[config.mk]
export PLATFORM = sky130hd
export DESIGN_NAME = golden_section_search
export DESIGN_NICKNAME = d
export VERILOG_FILES = /design/src/rtl/gss_pkg.sv /design/src/rtl/gss_datapath.sv /design/src/rtl/gss_ctrl.sv /design/src/rtl/golden_section_search.sv
export SDC_FILE = /design/constraint.sdc
export NUM_CORES = 2
export LEC_CHECK = 0
export ABC_AREA = 1
export BUFFER_PORTS_ARGS = -buffer_cell sky130_fd_sc_hd__buf_2
export CORE_MARGIN = 1.5
export CORE_UTILIZATION = 30
export CTS_CLUSTER_SIZE = 10
export DETAILED_ROUTE_END_ITERATION = 8
export GPL_TIMING_DRIVEN = 1
export PLACE_DENSITY_LB_ADDON = 0.12
export SLEW_MARGIN = 20
export SYNTH_ARGS = -nofsm -noshare
export SYNTH_HDL_FRONTEND = slang
export SYNTH_SLANG_ARGS = --single-unit
[constraint.sdc]
create_clock -name clk -period 8.4 [get_ports clk]
set_input_delay 0.84 -clock clk [delete_from_list [all_inputs] [get_ports clk]]
set_output_delay 0.84 -clock clk [all_outputs]
set_load 0.005 [all_outputs]
[src/rtl/gss_pkg.sv]
// Shared constants, command codes and control/status types for the golden-section search.
`timescale 1ns / 1ps

package gss_pkg;

  localparam int unsigned XW   = 32;  // Q16.16 point / value width
  localparam int unsigned LENW = 31;  // interval length width
  localparam int unsigned TOLW = 31;  // tolerance register width
  localparam int unsigned CW   = 16;  // Q0.16 constant width
  localparam int unsigned LIMW = 29;  // spacing limit width, tolerance * 0.236

  localparam logic [CW-1:0] ALPHA_Q16           = 16'd25032;
  localparam logic [CW-1:0] ONE_MINUS_ALPHA_Q16 = 16'd40504;
  localparam logic [CW-1:0] SPACING_FACTOR_Q16  = 16'd15471;

  localparam logic [TOLW-1:0] TOL_RESET = 31'd66;
  localparam logic [LIMW-1:0] LIMIT_RESET =
      LIMW'((64'(TOL_RESET) * 64'(SPACING_FACTOR_Q16)) >> 16);

  // result kinds
  typedef logic [1:0] kind_t;
  localparam kind_t KIND_EVAL    = 2'd0;
  localparam kind_t KIND_DONE    = 2'd1;
  localparam kind_t KIND_IGNORED = 2'd2;

  // which register, or zero, goes out on a result beat
  typedef logic [1:0] sel_t;
  localparam sel_t SEL_LOW  = 2'd0;
  localparam sel_t SEL_HIGH = 2'd1;
  localparam sel_t SEL_ZERO = 2'd2;

  // datapath operations
  typedef logic [3:0] op_t;
  localparam op_t OP_NONE      = 4'd0;
  localparam op_t OP_LOAD      = 4'd1;
  localparam op_t OP_VAL_LOW   = 4'd2;
  localparam op_t OP_VAL_HIGH  = 4'd3;
  localparam op_t OP_MUL_A     = 4'd4;
  localparam op_t OP_MUL_B     = 4'd5;
  localparam op_t OP_SET_LOW   = 4'd6;
  localparam op_t OP_SET_HIGH  = 4'd7;
  localparam op_t OP_SHRINK    = 4'd8;
  localparam op_t OP_GO_RIGHT  = 4'd9;
  localparam op_t OP_GO_LEFT   = 4'd10;
  localparam op_t OP_OUT       = 4'd11;

  typedef struct packed {
    op_t   op;
    kind_t kind;
    sel_t  sel;
  } cmd_t;

  typedef struct packed {
    logic stop;         // spacing within tolerance * 0.236, or length zero
    logic low_gt_high;  // f(lambda) > f(mu), signed
    logic out_free;     // output register can take a beat this cycle
  } status_t;

endpackage

[src/rtl/gss_datapath.sv]
// Datapath: interval registers, shared constant multiplier, saturating add, output register.
`timescale 1ns / 1ps

module gss_datapath
  import gss_pkg::*;
(
  input  logic                   clk,
  input  logic                   rst,
  input  cmd_t                   cmd,
  output status_t                status,
  input  logic signed [XW-1:0]   start_left,
  input  logic        [LENW-1:0] start_length,
  input  logic signed [XW-1:0]   f_value,
  input  logic                   cfg_we,
  input  logic        [TOLW-1:0] cfg_wdata,
  output logic                   m_axis_tvalid,
  input  logic                   m_axis_tready,
  output logic        [XW-1:0]   m_axis_tdata,
  output logic        [1:0]      m_axis_tuser
);

  logic signed [XW-1:0]   left_end;
  logic        [LENW-1:0] interval_length;
  logic signed [XW-1:0]   inner_low_point;
  logic signed [XW-1:0]   inner_high_point;
  logic signed [XW-1:0]   value_at_low;
  logic signed [XW-1:0]   value_at_high;
  logic        [LENW-1:0] prod;
  logic        [LIMW-1:0] limit;

  logic        [CW-1:0]   mul_const;
  logic [LENW+CW-1:0]     mul_full;
  logic signed [XW:0]     sum;
  logic signed [XW-1:0]   sum_sat;
  logic signed [XW:0]     diff;
  logic        [XW:0]     spacing;
  logic        [XW-1:0]   out_point;

  // spacing limit is kept as tolerance * 0.236, computed at write time
  always_ff @(posedge clk) begin
    if (rst) begin
      limit <= LIMIT_RESET;
    end else if (cfg_we) begin
      limit <= LIMW'((62'(cfg_wdata) * 62'(SPACING_FACTOR_Q16)) >> 16);
    end
  end

  assign mul_const = (cmd.op == OP_MUL_A) ? ALPHA_Q16 : ONE_MINUS_ALPHA_Q16;
  assign mul_full  = (LENW+CW)'(interval_length) * (LENW+CW)'(mul_const);

  assign sum = (XW+1)'(left_end) + $signed({2'b00, prod});
  always_comb begin
    if (sum[XW] != sum[XW-1]) begin
      sum_sat = sum[XW] ? {1'b1, {(XW-1){1'b0}}} : {1'b0, {(XW-1){1'b1}}};
    end else begin
      sum_sat = sum[XW-1:0];
    end
  end

  assign diff    = (XW+1)'(inner_low_point) - (XW+1)'(inner_high_point);
  assign spacing = diff[XW] ? (XW+1)'(-diff) : (XW+1)'(diff);

  assign status.stop        = (spacing <= (XW+1)'(limit)) || (interval_length == '0);
  assign status.low_gt_high = value_at_low > value_at_high;
  assign status.out_free    = !m_axis_tvalid || m_axis_tready;

  always_ff @(posedge clk) begin
    if (rst) begin
      left_end         <= '0;
      interval_length  <= '0;
      inner_low_point  <= '0;
      inner_high_point <= '0;
      value_at_low     <= '0;
      value_at_high    <= '0;
      prod             <= '0;
    end else begin
      unique case (cmd.op)
        OP_LOAD: begin
          left_end        <= start_left;
          interval_length <= start_length;
        end
        OP_VAL_LOW:  value_at_low  <= f_value;
        OP_VAL_HIGH: value_at_high <= f_value;
        OP_MUL_A, OP_MUL_B: prod <= mul_full[CW +: LENW];
        OP_SET_LOW:  inner_low_point  <= sum_sat;
        OP_SET_HIGH: inner_high_point <= sum_sat;
        OP_SHRINK:   interval_length  <= prod;
        OP_GO_RIGHT: begin
          left_end        <= inner_low_point;
          inner_low_point <= inner_high_point;
          value_at_low    <= value_at_high;
        end
        OP_GO_LEFT: begin
          inner_high_point <= inner_low_point;
          value_at_high    <= value_at_low;
        end
        default: ;
      endcase
    end
  end

  always_comb begin
    unique case (cmd.sel)
      SEL_LOW:  out_point = inner_low_point;
      SEL_HIGH: out_point = inner_high_point;
      default:  out_point = '0;
    endcase
  end

  always_ff @(posedge clk) begin
    if (rst) begin
      m_axis_tvalid <= 1'b0;
    end else if (cmd.op == OP_OUT) begin
      m_axis_tvalid <= 1'b1;
    end else if (m_axis_tready) begin
      m_axis_tvalid <= 1'b0;
    end
  end

  always_ff @(posedge clk) begin
    if (cmd.op == OP_OUT) begin
      m_axis_tdata <= out_point;
      m_axis_tuser <= cmd.kind;
    end
  end

endmodule

[src/rtl/gss_ctrl.sv]
// Controller: search phase tracking and step sequencing for the datapath.
`timescale 1ns / 1ps

module gss_ctrl
  import gss_pkg::*;
(
  input  logic    clk,
  input  logic    rst,
  input  logic    s_axis_tvalid,
  output logic    s_axis_tready,
  input  logic    req_type,
  input  status_t status,
  output cmd_t    cmd
);

  localparam logic [3:0] ST_IDLE     = 4'd0;
  localparam logic [3:0] ST_MUL_LOW  = 4'd1;
  localparam logic [3:0] ST_SET_LOW  = 4'd2;
  localparam logic [3:0] ST_MUL_HIGH = 4'd3;
  localparam logic [3:0] ST_SET_HIGH = 4'd4;
  localparam logic [3:0] ST_TEST     = 4'd5;
  localparam logic [3:0] ST_SHRINK   = 4'd6;
  localparam logic [3:0] ST_MOVE     = 4'd7;
  localparam logic [3:0] ST_EMIT     = 4'd8;

  localparam logic [2:0] PH_IDLE       = 3'd0;
  localparam logic [2:0] PH_FIRST_LOW  = 3'd1;
  localparam logic [2:0] PH_FIRST_HIGH = 3'd2;
  localparam logic [2:0] PH_NEW_HIGH   = 3'd3;
  localparam logic [2:0] PH_NEW_LOW    = 3'd4;

  localparam logic REQ_START = 1'b0;

  logic [3:0] state, state_next;
  logic [2:0] phase, phase_next;
  logic       starting, starting_next;
  kind_t      kind, kind_next;
  sel_t       sel, sel_next;
  logic       accept;

  assign s_axis_tready = (state == ST_IDLE);
  assign accept        = s_axis_tvalid && s_axis_tready;

  always_comb begin
    state_next    = state;
    phase_next    = phase;
    starting_next = starting;
    kind_next     = kind;
    sel_next      = sel;
    cmd.op        = OP_NONE;
    cmd.kind      = kind;
    cmd.sel       = sel;

    unique case (state)
      ST_IDLE: begin
        if (accept) begin
          if (req_type == REQ_START) begin
            cmd.op        = OP_LOAD;
            starting_next = 1'b1;
            state_next    = ST_MUL_LOW;
          end else begin
            unique case (phase)
              PH_FIRST_LOW: begin
                cmd.op     = OP_VAL_LOW;
                kind_next  = KIND_EVAL;
                sel_next   = SEL_HIGH;
                phase_next = PH_FIRST_HIGH;
                state_next = ST_EMIT;
              end
              PH_FIRST_HIGH, PH_NEW_HIGH: begin
                cmd.op     = OP_VAL_HIGH;
                state_next = ST_TEST;
              end
              PH_NEW_LOW: begin
                cmd.op     = OP_VAL_LOW;
                state_next = ST_TEST;
              end
              default: begin
                // reply with no search running
                kind_next  = KIND_IGNORED;
                sel_next   = SEL_ZERO;
                state_next = ST_EMIT;
              end
            endcase
          end
        end
      end
      ST_MUL_LOW: begin
        cmd.op     = OP_MUL_A;
        state_next = ST_SET_LOW;
      end
      ST_SET_LOW: begin
        cmd.op = OP_SET_LOW;
        if (starting) begin
          state_next = ST_MUL_HIGH;
        end else begin
          kind_next  = KIND_EVAL;
          sel_next   = SEL_LOW;
          phase_next = PH_NEW_LOW;
          state_next = ST_EMIT;
        end
      end
      ST_MUL_HIGH: begin
        cmd.op     = OP_MUL_B;
        state_next = ST_SET_HIGH;
      end
      ST_SET_HIGH: begin
        cmd.op     = OP_SET_HIGH;
        kind_next  = KIND_EVAL;
        state_next = ST_EMIT;
        if (starting) begin
          starting_next = 1'b0;
          sel_next      = SEL_LOW;
          phase_next    = PH_FIRST_LOW;
        end else begin
          sel_next   = SEL_HIGH;
          phase_next = PH_NEW_HIGH;
        end
      end
      ST_TEST: begin
        if (status.stop) begin
          kind_next  = KIND_DONE;
          sel_next   = SEL_LOW;
          phase_next = PH_IDLE;
          state_next = ST_EMIT;
        end else begin
          cmd.op     = OP_MUL_B;
          state_next = ST_SHRINK;
        end
      end
      ST_SHRINK: begin
        cmd.op     = OP_SHRINK;
        state_next = ST_MOVE;
      end
      ST_MOVE: begin
        if (status.low_gt_high) begin
          cmd.op     = OP_GO_RIGHT;
          state_next = ST_MUL_HIGH;
        end else begin
          cmd.op     = OP_GO_LEFT;
          state_next = ST_MUL_LOW;
        end
      end
      ST_EMIT: begin
        if (status.out_free) begin
          cmd.op     = OP_OUT;
          state_next = ST_IDLE;
        end
      end
      default: state_next = ST_IDLE;
    endcase
  end

  always_ff @(posedge clk) begin
    if (rst) begin
      state    <= ST_IDLE;
      phase    <= PH_IDLE;
      starting <= 1'b0;
      kind     <= KIND_EVAL;
      sel      <= SEL_ZERO;
    end else begin
      state    <= state_next;
      phase    <= phase_next;
      starting <= starting_next;
      kind     <= kind_next;
      sel      <= sel_next;
    end
  end

endmodule

[src/rtl/golden_section_search.sv]
// Golden-section minimum search, Q16.16, one probe or answer beat per input beat.
// From input beat to result beat: an ignored or first-value reply goes straight to
// emit, a reply that ends the search passes the test first, a start loads and then
// computes both inner points, and a reply that shrinks the interval tests, shrinks,
// moves and computes one new point (one shared 31x16 multiplier, used twice). One item
// in flight; input is taken again once its result is in the output register.
// Reset (rst, synchronous) idles the search, empties the output and sets tolerance to 66.
`timescale 1ns / 1ps

module golden_section_search
  import gss_pkg::*;
(
  input  logic            clk,
  input  logic            rst,
  input  logic            cfg_we,
  input  logic [TOLW-1:0] cfg_wdata,      // tolerance, unsigned Q15.16
  input  logic            s_axis_tvalid,
  output logic            s_axis_tready,
  input  logic [95:0]     s_axis_tdata,   // start_left[31:0], start_length[62:32],
                                          // f_value[94:63], zero pad[95]
  input  logic            s_axis_tuser,   // req_type
  output logic            m_axis_tvalid,
  input  logic            m_axis_tready,
  output logic [XW-1:0]   m_axis_tdata,   // point_x
  output logic [1:0]      m_axis_tuser    // out_kind
);

  cmd_t    cmd;
  status_t status;

  gss_ctrl u_ctrl (
    .clk           (clk),
    .rst           (rst),
    .s_axis_tvalid (s_axis_tvalid),
    .s_axis_tready (s_axis_tready),
    .req_type      (s_axis_tuser),
    .status        (status),
    .cmd           (cmd)
  );

  gss_datapath u_datapath (
    .clk           (clk),
    .rst           (rst),
    .cmd           (cmd),
    .status        (status),
    .start_left    (s_axis_tdata[31:0]),
    .start_length  (s_axis_tdata[62:32]),
    .f_value       (s_axis_tdata[94:63]),
    .cfg_we        (cfg_we),
    .cfg_wdata     (cfg_wdata),
    .m_axis_tvalid (m_axis_tvalid),
    .m_axis_tready (m_axis_tready),
    .m_axis_tdata  (m_axis_tdata),
    .m_axis_tuser  (m_axis_tuser)
  );

endmodule

# After elaboration in Yosys (flattened, before gate mapping)

Cells that the tools add are included.
W data, S select, Z words.

Bits in registers: 298
Input port bits: 133
Output and inout bits: 36
Word-level logic and storage cells: 130

Add/sub/neg operators: 3
Multipliers: 2
Magnitude comparators: 2
Equal/unequal tests: 33
Multiplexer cells: 50
Reduce and logical (&&, ||, !) cells: 24

Operators with widths:

| kind                     | number |
|---|---|
| $pmux W32 S2             | 6 |
| $pmux W4 S9              | 2 |
| $mux W32                 | 2 |
| $pmux W31 S2             | 1 |
| $mul A31 B16 Y47         | 1 |
| $mul A31 B14 Y45 const B | 1 |
| $mux W4                  | 9 |
| $add A32 B32 Y33         | 1 |
| $le A33 B29 Y1           | 1 |
| $mux W33                 | 1 |
| $neg A33 Y33             | 1 |
| $sub A32 B32 Y33         | 1 |
| $eq A4 B3 Y1 const B     | 8 |
| $gt A32 B32 Y1           | 1 |
| $logic_not A31 Y1        | 1 |
| $eq A4 B4 Y1 const B     | 5 |
| $mux W2                  | 10 |
| $mux W3                  | 6 |
| $eq A4 B2 Y1 const B     | 4 |
| $mux W16                 | 1 |
| $ne A2 B2 Y1 const B     | 8 |
| $pmux W2 S4              | 2 |
| $reduce_bool A2 Y1       | 8 |
| $pmux W2 S2              | 3 |
| other kinds (20)         | 30 |

# Logic depth before layout (Yosys ltp)

Word-level depth: 10
Mapped depth: 43
Depth with buffers taken out: 41

# Modules after synthesis

Synthesis repeated with hierarchy kept, for this count alone.

Cells, all modules: 5252
Area total of the unflattened synthesis: 39252.6 um^2

By module, submodules not included:

| module       | times used | cells each | area an instance (um^2) | seq. area each (um^2) |
|---|---|---|---|---|
| gss_datapath | 1          | 5135       | 38500.7                 | 6065.8 |
| gss_ctrl     | 1          | 117        | 752.0                   | 240.2 |

# Worst setup path after synthesis

Ideal clock, no wire load.

Path type: input to register
Start: in cfg_wdata[0]
End: reg u_datapath.limit[23]
Setup time: 0.115 ns
Data arrival time: 6.093 ns
Data required time: 8.285 ns
Path slack: 2.191 ns
Cell stages on the path: 26
Buffers on the path: 0
Cells stage by stage: fa_1 > inv_1 > fa_1 > inv_1 > fa_1 > inv_1 > fa_1 > inv_1 > fa_1 > fa_1 > ha_1 > nand2_1 > inv_1 > nand3_1 > nor4_1 > nand2_1 > nand3_1 > nand2_1 > o211ai_1 > a21oi_1 > o21ai_0 > a21oi_1 > o21ai_0 > xor2_1 > o21ai_0 > inv_1

Word-level cells in the longest chain between the ends: 1

RTL lines:

| item                   | RTL line                    | source |
|---|---|---|
| start: declaration     | golden_section_search.sv:16 | `input logic [TOLW-1:0] cfg_wdata,` |
| $mul A31 B14 Y45       | gss_datapath.sv:44          | `limit <= LIMW'((62'(cfg_wdata) * 62'(SPACING_FACTOR_Q16)) >> 16);` |
| end signal: assignment | gss_datapath.sv:44          |  |
| end: declaration       | gss_datapath.sv:29          | `logic [LIMW-1:0] limit;` |

No other way between the ends.
A chain may end at the register's enable or synchronous reset.

# Final worst setup path

Start: reg u_ctrl.state[0]
End: reg u_datapath.prod[26]

Word-level cells in the longest chain between the ends: 7
Elaborated cells on any way between the ends: 17
Those cells by class: mul (1); eq/ne (10); mux (3); reduce/logical (3)

RTL lines:

| item                     | RTL line                               | source |
|---|---|---|
| start: declaration       | gss_ctrl.sv:34                         | `logic [3:0] state, state_next;` |
| start signal: assignment | gss_ctrl.sv:162                        | `state <= state_next;` |
| $logic_not A4 Y1         | gss_ctrl.sv:41, gss_ctrl.sv:54         |  |
| $logic_and A1 B1 Y1      | gss_ctrl.sv:42                         | `assign accept = s_axis_tvalid && s_axis_tready;` |
| $mux W4                  | gss_ctrl.sv:56                         | `if (accept) begin` |
| $pmux W4 S9 (*)          | gss_ctrl.sv:54                         | `unique case (state)` |
| $eq A4 B3 Y1             | gss_datapath.sv:48, gss_datapath.sv:77 |  |
| $mux W16                 | gss_datapath.sv:48                     | `assign mul_const = (cmd.op == OP_MUL_A) ? ALPHA_Q16 : ONE_MINUS_ALPHA_Q16;` |
| $mul A31 B16 Y47         | gss_datapath.sv:49                     | `assign mul_full = (LENW+CW)'(interval_length) * (LENW+CW)'(mul_const);` |
| end signal: assignment   | gss_datapath.sv:84                     | `OP_MUL_A, OP_MUL_B: prod <= mul_full[CW +: LENW];` |
| end: declaration         | gss_datapath.sv:28                     | `logic [LENW-1:0] prod;` |

Mark *: on every way between the ends. The rest lies on a longest branch, timed or not.

==> key figures <==
Status
  • Outcome: complete, no violations

Timing
  • Final Hold Vio Count: 0
  • Total negative slack: 0 ns
  • Max Clock Skew: ~0.028 ns
  • RSZ-0062 raised after global routing: false
  • Period minus WS final: slightly above 7 ns
  • Slew margin rel.: 0.311
  • Final Slew Violations: 0
  • Slew @ Worst Pin: 1.03 ns
  • Max Fclk: around 0.14 GHz
  • Final WS setup: roughly 1.2 ns
  • Final Cycle Share: 0.854
  • Final setup viols: 0

Setup path
  • Family with the most delay on the worst path: adder cells
  • Sequence of cells on the critical path: inv_1 > nor3_2 > clkinv_2 > buf_4 > o21ai_0 > ha_1 > inv_1 > fa_1 > fa_1 > fa_1 > inv_1 > fa_1 > ha_1 > ha_1 > nand2_1 > o21ai_0 > a31oi_1 > o31ai_1 > a21boi_0 > o21ai_0 > xnor2_1 > a21oi_1
  • Critical Path End Type: flop
  • Buf+Inv Stages, Crit Path: 5
  • CP max stage delay: 0.59 ns
  • Worst setup SP type: flop
  • Top cell by count, worst path: fa_1
  • Critical R2R Launch: u_ctrl.state[0]$_SDFFE_PP0P_
  • Required @ worst endpoint: 8.83 ns
  • CP Max Fanout: 53
  • CP Data Arrival Time: ~7.6 ns
  • Slowest CP cell: clkinv_2
  • Crit path kind: reg2reg
  • CP startpoint: u_ctrl.state[0]$_SDFFE_PP0P_

Placement
  • DP HPWL: between 100,000 and 150,000 um
  • GPL Wtd Cong: about 0.88
  • Placed Cells: 6,902
  • Port-buffer cells: around 170
  • Pre-CTS WS: roughly 1.1 ns

Clock network
  • Post-CTS Resized: 0
  • Clock buffer count from CTS: 41
  • Longest Clk Path Bufs: 3
  • Buffer count from post-CTS setup fixing: 0
  • Post-CTS Hold Fix Bufs: 0
  • CTS clock-pin slew for the worst setup and hold paths: approximately 0.06 ns
  • Clock sink total: between 200 and 300
  • TritonCTS clock tree: done
  • CTS HTree Levels: 2
  • Clk_lat worst skew: 0.60 ns
  • Root buf cell: clkbuf_16

Finish
  • Share of post-route cells with drive strength above 1: 0.0623
  • Nets: between 6,000 and 7,000
  • Number of antenna diodes: 0
  • P&R area growth vs syn: 9.81%
  • Post-layout util: 0.333
  • Non-Filler Instances: about 7,000

Die
  • Initial Util: 0.303
  • Die H: around 360 um
  • Placement Rows: between 100 and 150
  • Core footprint: ~130,000 um2
  • Die ar.: 132,000 um2
  • Die span in x: around 360 um
  • I/O pin count: approximately 170

Global routing
  • Largest net degree at the start of global routing: 91
  • Vias in the first global route: ~34,000
  • First-pass GRT wire length: just under 200,000 um
  • Total GRT Usage: 0.191
  • Initial antenna violation count: 5
  • Grt ovf: 0

Logic synthesis
  • Yosys top cell by area: fa_1
  • Synth Cell Area: approximately 39,000 um2
  • Post-synthesis sequential area ratio: 0.163
  • Ys flop type: dfxtp_1
  • EDFF count, synth: 34
  • Netlist cell types: 60
  • Post-synth top area share: 0.225
  • Synth Instances: 5,154
  • Most frequent cell after synthesis: inv_1
  • Flops & latches, synth: 298
  • Warning count from the yosys run: 0
  • Synth top area cells: fa_1, ha_1, dfxtp_1
  • Avg Cell Area, Syn: 7.53 um2
  • Ys async rst share: 0
  • Top cells by count, synth: inv_1, nand2_1, ha_1

Worst hold path
  • Hold Crit Start: u_ctrl.kind[0]$_SDFFE_PP0P_
  • Worst hold path type: reg2reg

Detailed routing
  • Via count: around 33,000
  • DR pass1 iterations: 7
  • Post-DRT Antenna Nets: 0
  • DRC: 0
  • Wire length per cell: approximately 18 um
  • Via density: 4.75
  • Number of DRC markers in iteration 0: 2,002
  • Drt total wl: 125,000 um

Run
  • Max-Cap Viols: 0
[metrics by stage]
stage          cell area, um2  hold slack, ns
2_1_floorplan           38800           0.409
3_3_place_gp            41300           0.438
3_5_place_dp            41300           0.444
4_1_cts                 42600           0.459
5_1_grt                 42600           0.465
6_report                42600           0.457
[routing by layer]
layer | GRT usage | wire length, um | up-vias
li1 | - | - | 16600
met1 | 0.282 | 62700 | 15800
met2 | 0.295 | 54100 | 623
met3 | 0.0286 | 5880 | 103
met4 | 0.0348 | 2060 | 0
met5 | 0 | 0 | -
[flip-flops by register name (all words and copies together), names as in the netlist, 29 cells and up]
| signal | cells |
|---|---|
| u_datapath.prod | 31 |
| u_datapath.m_axis_tdata | 32 |
| u_datapath.interval_length | 31 |
| u_datapath.limit | 29 |
| u_datapath.inner_high_point | 32 |
| u_datapath.value_at_low | 32 |
| u_datapath.inner_low_point | 32 |
| u_datapath.value_at_high | 32 |
| u_datapath.left_end | 32 |
[worst register-to-register path, stage by stage, from the launching register on]
cell and delay [ns]:
dfxtp_1 0.42, inv_1 0.12, nor3_2 0.24, clkinv_2 0.59, buf_4 0.44, o21ai_0 0.17, ha_1 0.25, inv_1 0.07
fa_1 0.46, fa_1 0.53, fa_1 0.51, inv_1 0.06, fa_1 0.51, ha_1 0.32, ha_1 0.32, nand2_1 0.05
o21ai_0 0.35, a31oi_1 0.25, o31ai_1 0.40, a21boi_0 0.33, o21ai_0 0.39, xnor2_1 0.18, a21oi_1 0.08
[final timing paths]
path	end	slack [ns]	depth (start not counted)
max reg2reg	u_datapath.prod[26]$_SDFFE_PP0P_	1.23	22
min	u_datapath.m_axis_tuser[0]$_DFFE_PP_	0.46	0
min reg2reg	u_datapath.m_axis_tuser[0]$_DFFE_PP_	0.46	0
max	u_datapath.prod[26]$_SDFFE_PP0P_	1.23	22
[cell type report]
cell class | instances | area [um2]
flip-flops and latches | 298 | 6310
fillers | 13900 | 85400
clock buffers | 60 | 1170
multi-input cells | 3596 | 27700
well taps | 1729 | 2160
inverters | 1090 | 4100
clock inverters | 15 | 130
repair buffers | 189 | 1000
[cell families after synthesis]
| kind of cell | after synthesis | synth area share |
|---|---|---|
| buffers and inverters | 1261 | 0.124 |
| DFF | 298 | 0.163 |
| AOI/OAI and AO/OA | 937 | 0.137 |
| and+or+nand+nor | 1638 | 0.175 |
| other | 2 | 0.000194 |
| xor gates and xnor gates | 123 | 0.0278 |
| adders and majority gates | 895 | 0.373 |
[cell usage in the layout, fill, tap and decap left out, drive strengths merged, types with 7 or more instances in the layout]
cell type,instances
o31ai,9
nand3b,8
nor4,17
nand3,184
o211ai,16
or2,7
clkbuf,60
inv,1086
edfxtp,34
ha,458
clkinv,16
o22ai,36
o221ai,64
fa,437
a21o,8
o21ai,309
nor3,40
nor2,418
buf,189
a21oi,367
o21bai,13
dfxtp,264
o21a,16
xor2,65
xnor2,58
a31oi,70
nand2,912
nand4,45
Power is not shown: default switching activity piles up to over one toggle a cycle in this logic, so the estimate is an artifact.
